[src/rtl/cpu8alu_pkg.sv]
// Shared types and operation codes for the 8-bit CPU ALU with flags.
// Used by the ALU top level and its port checker; no dependencies.

package cpu8alu_pkg;

  localparam logic [3:0] OP_ADD   = 4'd0;
  localparam logic [3:0] OP_ADC   = 4'd1;
  localparam logic [3:0] OP_SUB   = 4'd2;
  localparam logic [3:0] OP_SBC   = 4'd3;
  localparam logic [3:0] OP_AND   = 4'd4;
  localparam logic [3:0] OP_XOR   = 4'd5;
  localparam logic [3:0] OP_OR    = 4'd6;
  localparam logic [3:0] OP_CP    = 4'd7;
  localparam logic [3:0] OP_INC   = 4'd8;
  localparam logic [3:0] OP_DEC   = 4'd9;
  localparam logic [3:0] OP_SWAP  = 4'd10;
  localparam logic [3:0] OP_ADD16 = 4'd11;

  // Flag bit positions: Z N H C
  localparam int FLAG_Z = 3;
  localparam int FLAG_N = 2;
  localparam int FLAG_H = 1;
  localparam int FLAG_C = 0;

  // Pipeline depth from accepted command to result strobe
  localparam int LATENCY = 3;

  typedef struct packed {
    logic [3:0]  operation;
    logic [15:0] operand_a;
    logic [15:0] operand_b;
    logic [3:0]  flags_in;
  } alu_in_t;

  typedef struct packed {
    logic [15:0] result;
    logic [3:0]  flags_out;
    logic        writes_result;
  } alu_out_t;

  // Second stage: low byte of the adder done, high byte still to go
  typedef struct packed {
    logic [3:0] operation;
    logic [7:0] x_hi;
    logic [7:0] y_hi;
    logic [8:0] sum_lo;
    logic       h4;
    logic [7:0] logic_res;
    logic [3:0] flags_in;
  } alu_mid_t;

endpackage

[src/rtl/cpu8_alu_with_flags.sv]
// 8-bit CPU ALU with Z/N/H/C flags, three-stage pipeline.
// Depends on cpu8alu_pkg for payload structs and operation codes.
//
// Usage: one command is taken in every cycle at which start is high; busy is
// always low, since nothing inside ever holds off. Each command produces one
// result, shown for one cycle under out_valid. The work is split as input
// register, low-byte add plus logic ops, then high-byte add and flag assembly
// into the output register, and throughput is one operation per clock. The
// result strobe cannot be stalled by the receiver.

module cpu8_alu_with_flags (
  input  logic                  clk,
  input  logic                  rst_n,
  input  logic                  start,
  output logic                  busy,
  input  cpu8alu_pkg::alu_in_t  in_item,
  output logic                  out_valid,
  output cpu8alu_pkg::alu_out_t out_item
);

  logic                  v1_r;
  cpu8alu_pkg::alu_in_t  in1_r;
  logic                  v2_r;
  cpu8alu_pkg::alu_mid_t mid_r;
  cpu8alu_pkg::alu_mid_t mid_nxt;
  logic                  out_valid_r;
  cpu8alu_pkg::alu_out_t out_item_r;
  cpu8alu_pkg::alu_out_t out_item_nxt;

  assign busy = 1'b0;

  // Stage 1: capture the command
  always_ff @(posedge clk) begin
    if (!rst_n) begin
      v1_r <= 1'b0;
    end else begin
      v1_r <= start && !busy;
    end
    in1_r <= in_item;
  end

  // Stage 2: operand select, low-byte add, logic ops
  always_comb begin
    logic [7:0] a8;
    logic [7:0] b8;
    logic [7:0] x_lo;
    logic [7:0] y_lo;
    logic       ci;
    logic       cin;
    logic [4:0] nib;

    a8   = in1_r.operand_a[7:0];
    b8   = in1_r.operand_b[7:0];
    cin  = in1_r.flags_in[cpu8alu_pkg::FLAG_C];
    x_lo = a8;
    y_lo = 8'h00;
    ci   = 1'b0;
    mid_nxt.x_hi      = 8'h00;
    mid_nxt.y_hi      = 8'h00;
    mid_nxt.logic_res = 8'h00;

    case (in1_r.operation)
      cpu8alu_pkg::OP_ADD: begin
        y_lo = b8;
      end
      cpu8alu_pkg::OP_ADC: begin
        y_lo = b8;
        ci   = cin;
      end
      cpu8alu_pkg::OP_SUB, cpu8alu_pkg::OP_CP: begin
        y_lo = ~b8;
        ci   = 1'b1;
      end
      cpu8alu_pkg::OP_SBC: begin
        y_lo = ~b8;
        ci   = ~cin;
      end
      cpu8alu_pkg::OP_INC: begin
        ci = 1'b1;
      end
      cpu8alu_pkg::OP_DEC: begin
        // a + 0xFF: borrow out of the nibble shows as a missing carry
        y_lo = 8'hFF;
      end
      cpu8alu_pkg::OP_AND:  mid_nxt.logic_res = a8 & b8;
      cpu8alu_pkg::OP_XOR:  mid_nxt.logic_res = a8 ^ b8;
      cpu8alu_pkg::OP_OR:   mid_nxt.logic_res = a8 | b8;
      cpu8alu_pkg::OP_SWAP: mid_nxt.logic_res = {a8[3:0], a8[7:4]};
      cpu8alu_pkg::OP_ADD16: begin
        y_lo         = b8;
        mid_nxt.x_hi = in1_r.operand_a[15:8];
        mid_nxt.y_hi = in1_r.operand_b[15:8];
      end
      default: begin
        x_lo = 8'h00;
      end
    endcase

    nib                = {1'b0, x_lo[3:0]} + {1'b0, y_lo[3:0]} + {4'd0, ci};
    mid_nxt.h4         = nib[4];
    mid_nxt.sum_lo     = {1'b0, x_lo} + {1'b0, y_lo} + {8'd0, ci};
    mid_nxt.operation  = in1_r.operation;
    mid_nxt.flags_in   = in1_r.flags_in;
  end

  always_ff @(posedge clk) begin
    if (!rst_n) begin
      v2_r <= 1'b0;
    end else begin
      v2_r <= v1_r;
    end
    mid_r <= mid_nxt;
  end

  // Stage 3: high-byte add, flag assembly
  always_comb begin
    logic [8:0] hi;
    logic [4:0] nib12;
    logic [7:0] r8;
    logic       zr;
    logic       zl;
    logic       cin;

    hi    = {1'b0, mid_r.x_hi} + {1'b0, mid_r.y_hi} + {8'd0, mid_r.sum_lo[8]};
    nib12 = {1'b0, mid_r.x_hi[3:0]} + {1'b0, mid_r.y_hi[3:0]} + {4'd0, mid_r.sum_lo[8]};
    r8    = mid_r.sum_lo[7:0];
    zr    = (r8 == 8'h00);
    zl    = (mid_r.logic_res == 8'h00);
    cin   = mid_r.flags_in[cpu8alu_pkg::FLAG_C];

    out_item_nxt.result        = {8'h00, r8};
    out_item_nxt.flags_out     = 4'h0;
    out_item_nxt.writes_result = 1'b1;

    case (mid_r.operation)
      cpu8alu_pkg::OP_ADD, cpu8alu_pkg::OP_ADC: begin
        out_item_nxt.flags_out = {zr, 1'b0, mid_r.h4, mid_r.sum_lo[8]};
      end
      cpu8alu_pkg::OP_SUB, cpu8alu_pkg::OP_SBC: begin
        out_item_nxt.flags_out = {zr, 1'b1, ~mid_r.h4, ~mid_r.sum_lo[8]};
      end
      cpu8alu_pkg::OP_CP: begin
        out_item_nxt.flags_out     = {zr, 1'b1, ~mid_r.h4, ~mid_r.sum_lo[8]};
        out_item_nxt.writes_result = 1'b0;
      end
      cpu8alu_pkg::OP_AND: begin
        out_item_nxt.result    = {8'h00, mid_r.logic_res};
        out_item_nxt.flags_out = {zl, 1'b0, 1'b1, 1'b0};
      end
      cpu8alu_pkg::OP_XOR, cpu8alu_pkg::OP_OR, cpu8alu_pkg::OP_SWAP: begin
        out_item_nxt.result    = {8'h00, mid_r.logic_res};
        out_item_nxt.flags_out = {zl, 3'b000};
      end
      cpu8alu_pkg::OP_INC: begin
        out_item_nxt.flags_out = {zr, 1'b0, mid_r.h4, cin};
      end
      cpu8alu_pkg::OP_DEC: begin
        out_item_nxt.flags_out = {zr, 1'b1, ~mid_r.h4, cin};
      end
      cpu8alu_pkg::OP_ADD16: begin
        out_item_nxt.result    = {hi[7:0], r8};
        out_item_nxt.flags_out = {mid_r.flags_in[cpu8alu_pkg::FLAG_Z], 1'b0,
                                  nib12[4], hi[8]};
      end
      default: begin
        out_item_nxt.result        = 16'h0000;
        out_item_nxt.flags_out     = mid_r.flags_in;
        out_item_nxt.writes_result = 1'b0;
      end
    endcase
  end

  always_ff @(posedge clk) begin
    if (!rst_n) begin
      out_valid_r <= 1'b0;
    end else begin
      out_valid_r <= v2_r;
    end
    out_item_r <= out_item_nxt;
  end

  assign out_valid = out_valid_r;
  assign out_item  = out_item_r;

endmodule

[config.mk]
export PLATFORM = sky130hd
export DESIGN_NAME = cpu8_alu_with_flags
export DESIGN_NICKNAME = d
export VERILOG_FILES = /design/src/rtl/cpu8alu_pkg.sv /design/src/rtl/cpu8_alu_with_flags.sv
export SDC_FILE = /design/constraint.sdc
export NUM_CORES = 1
export LEC_CHECK = 0
export BUFFER_PORTS_ARGS = -buffer_cell sky130_fd_sc_hd__buf_2
export CAP_MARGIN = 20
export CORE_ASPECT_RATIO = 0.5
export CORE_MARGIN = 2
export CORE_UTILIZATION = 28
export DETAILED_ROUTE_END_ITERATION = 6
export GPL_ROUTABILITY_DRIVEN = 0
export GPL_TIMING_DRIVEN = 0
export PLACE_DENSITY_LB_ADDON = 0.25
export RECOVER_POWER = 25
export REMOVE_ABC_BUFFERS = 1
export SLEW_MARGIN = 20
export SYNTH_ARGS = -nofsm -noshare
export SYNTH_HDL_FRONTEND = slang
export SYNTH_SLANG_ARGS = --single-unit
[constraint.sdc]
create_clock -name clk -period 3.3 [get_ports clk]
set_clock_uncertainty 0.15 [all_clocks]
set_input_delay 0.33 -clock clk [delete_from_list [all_inputs] [get_ports clk]]
set_output_delay 0.33 -clock clk [all_outputs]
set_load 0.1 [all_outputs]
==> flow_summary.ini <==
[status]
status = complete, no violations

[sta]
rsz0062_at_grt = false
setup_viol = 0
fin_ws_ns = 0.270
period_share_pct = 91.8
finalCriticalPeriod_ns = 3.03
finalHoldViolations = 0
max_freq_ghz = 0.330
final_max_slew_viol_count = 0
tightest_slew_ns = 1.01
relSlewSlack_pct = 32.5

[synth]
ys_seq_area_share_pct = 51.5
synth.avg_cell_area_um2 = 10.1
syn-cell-area_mm2 = 0.00412
synth_edf_count = 0
synth_cells = 408
ys.flop_type = dfxtp_1
async_flop_share_pct = 0
ys_types = 48
ys_ff_latch = 106
yosysWarnings = 0

[clock_network]
root_buffer = clkbuf_16
clock_sinks = 106
clk_pin_slew_worst_paths_ns = 0.07
cts_tree = done
clk_path_buf_depth = 2
htree_levels = 3
clock_latency_ns = 0.35
cts_made_buffers = 9

[global_route]
grt_pass1_vias = 2994
grt_max_degree = 40
grt_pass1_wl_um = 14400
grt_overflow_total = 0
grtUsageTotal_pct = 11.6
grt_antenna_before_repair = 0

[critical_path]
critPathKind = reg2reg
arrival_ns = 3.13
slowest_stage = dfxtp_4
crit-reg2reg-launch = in1_r[39]
cp_cell_sequence = nand2_1, or2_2, o22ai_1, fa_1, inv_1, fa_1, nor2b_1, o21ai_0, nand2b_1, a31oi_1, a21oi_1
crit_path_start = in1_r[39]
required_ns = 3.40
crit_path_max_incr_delay_ns = 0.50
cp_common_cell = fa_1
cp_max_fo = 24
worstSetupEndpointType = flop
cp-start-kind = flop

[hold_path]
worstHoldStart = start
hold_path_class = in2reg

[power_and_ir_drop]
vdd_drop_max_mv = 0.247
p_leak_uw = 0.00239
power_frac_comb_pct = 15.8
p_sw_uw = 850
netSwitchingFraction_pct = 29.2
power.internal_uw = 2060
power_frac_seq_pct = 49.1
p_total_uw = 2910
power_density_mw_per_mm2 = 550
power_frac_clock_pct = 35.1

[routing]
drcViolationCount = 0
wl_met3_um = 361
wl_met2_um = 4020
viasPerCell = 4.47
drt_first_iter_violations = 190
wl_met1_um = 4400
wl_per_cell_um = 12.6
firstDrtPassIters = 5
vias = 3155
top_layer = met4
totalWireLength_um = 8880
ant_nets = 0

[final_layout]
final_layout_size_suffix_gt1_share_pct = 17.3
n_fill_cell = 1500
instances_no_fill = 706
utilization_pct = 36.8
final_cell_mix = 102 x dfxtp_1, 63 x buf_2, 40 x dlygate4sd3_1, 30 x ha_1, 28 x inv_1
final_net_count = 580
syn2layout_area_growth_pct = 28.7
final_area_mm2 = 0.00530
final_common_cell = dfxtp_1
antennaDiodeCount = 0

[floorplanning]
rows = 31
coreArea_mm2 = 0.0144
initial_core_util_pct = 28.6
die_h_um = 89.8
io-pin-count = 66
die-area_mm2 = 0.0158
die_w_um = 176

[placement]
dpl.cell_count = 649
place_ws_ns = -0.118
place_area_mm2 = 0.00460
hpwl_um = 6180
portBuffers = 64

[job]
max_cap_viol_count = 0
## final cells by class
type                    instances  area (µm²)  share of cell area [%]
flip-flops and latches        106        2130                    40.2
well taps                     198         248                    4.67
inverters                      28         105                    1.98
clock buffers                  11         243                    4.58
clock inverters                 5        36.3                   0.684
multi-input cells             253        1810                    34.0
repair buffers                105         734                    13.8
## synth_stat cells, types with 3 or more instances
library cell	number	share of area, %
and2_1	5	0.76
xor2_1	3	0.64
xnor2_1	3	0.64
a21oi_1	18	2.2
nand2b_1	9	1.4
nor4_1	4	0.61
o22ai_1	9	1.4
a31oi_1	9	1.4
nand3_1	6	0.73
and3_1	16	2.4
dfxtp_1	106	52
nor2_1	25	2.3
nor2b_1	14	2.1
inv_1	28	2.6
mux2i_1	10	2.4
a22oi_1	16	2.9
ha_1	30	9.1
clkbuf_1	15	1.4
o21ai_0	19	2.3
nor3_1	7	0.85
nand2_1	11	1.0
o21a_1	7	1.3
fa_1	4	1.9
buf_2	4	0.49
## critical path, delay by kind of cell (launching register included)
family / cells / cell delay [ns]
AND/OR/NAND/NOR: 4 / 0.82
flip-flops: 1 / 0.50
AO/OA/AOI/OAI: 4 / 0.70
buffers and inverters: 1 / 0.07
adder cells (fa/ha/maj): 2 / 0.69
## logic make-up (layout without fill, tap and decap cells)
family	Yosys count	count (layout)	synth area share (%)
AO/OA/AOI/OAI	93	93	14.5
XOR/XNOR	6	6	1.28
adder cells (fa/ha/maj)	34	34	11.1
buffers and inverters	49	149	4.68
flip-flops	106	106	51.5
multiplexers	10	10	2.43
other	1	1	0.0910
AND/OR/NAND/NOR	109	109	14.5
## flip-flops by register name, summed over array words and instances (netlist names)
name       count
out_item      21
out_valid      1
mid_r         42
in1_r         40
v2_r           1
v1_r           1
## power groups by stage
stage / registers, µW / logic (µW) / clock network, µW
3_3_place_gp: 1460 / 419 / 0
3_5_place_dp: 1470 / 422 / 0
4_1_cts: 1440 / 460 / 1060
6_report: 1430 / 462 / 1020
5_1_grt: 1440 / 498 / 1110
2_1_floorplan: 1620 / 163 / 0
## through the flow
step                      hold WS, ns  TNS, ns
after global placement          0.164    -2.05
final                          0.0367        0
after CTS                      0.0268        0
after detailed placement        0.164   -0.231
after floorplan                 0.160        0
after global routing           0.0251        0
## worst paths after layout
path,to,slack [ns],depth (start not counted)
max,mid_r[21],0.27,11
min,v1_r,0.04,2
max reg2reg,mid_r[21],0.27,11
min reg2reg,mid_r[2],0.18,0
## layer usage
metal / global-route usage, % / up-vias
met5: 0 / -
li1: - / 1602
met1: 15.4 / 1481
met3: 3.51 / 9
met2: 18.4 / 63
met4: 3.31 / 0
## timing repair
action / CTS / global route
hold buffers: 40 / 0
gates resized for setup: 2 / 3
buffers inserted: 0 / 1
endpoints found under the setup margin: 4 / 3
endpoints found under the hold margin: 40 / 0
Note: power is estimated with default switching activity, not from simulation.
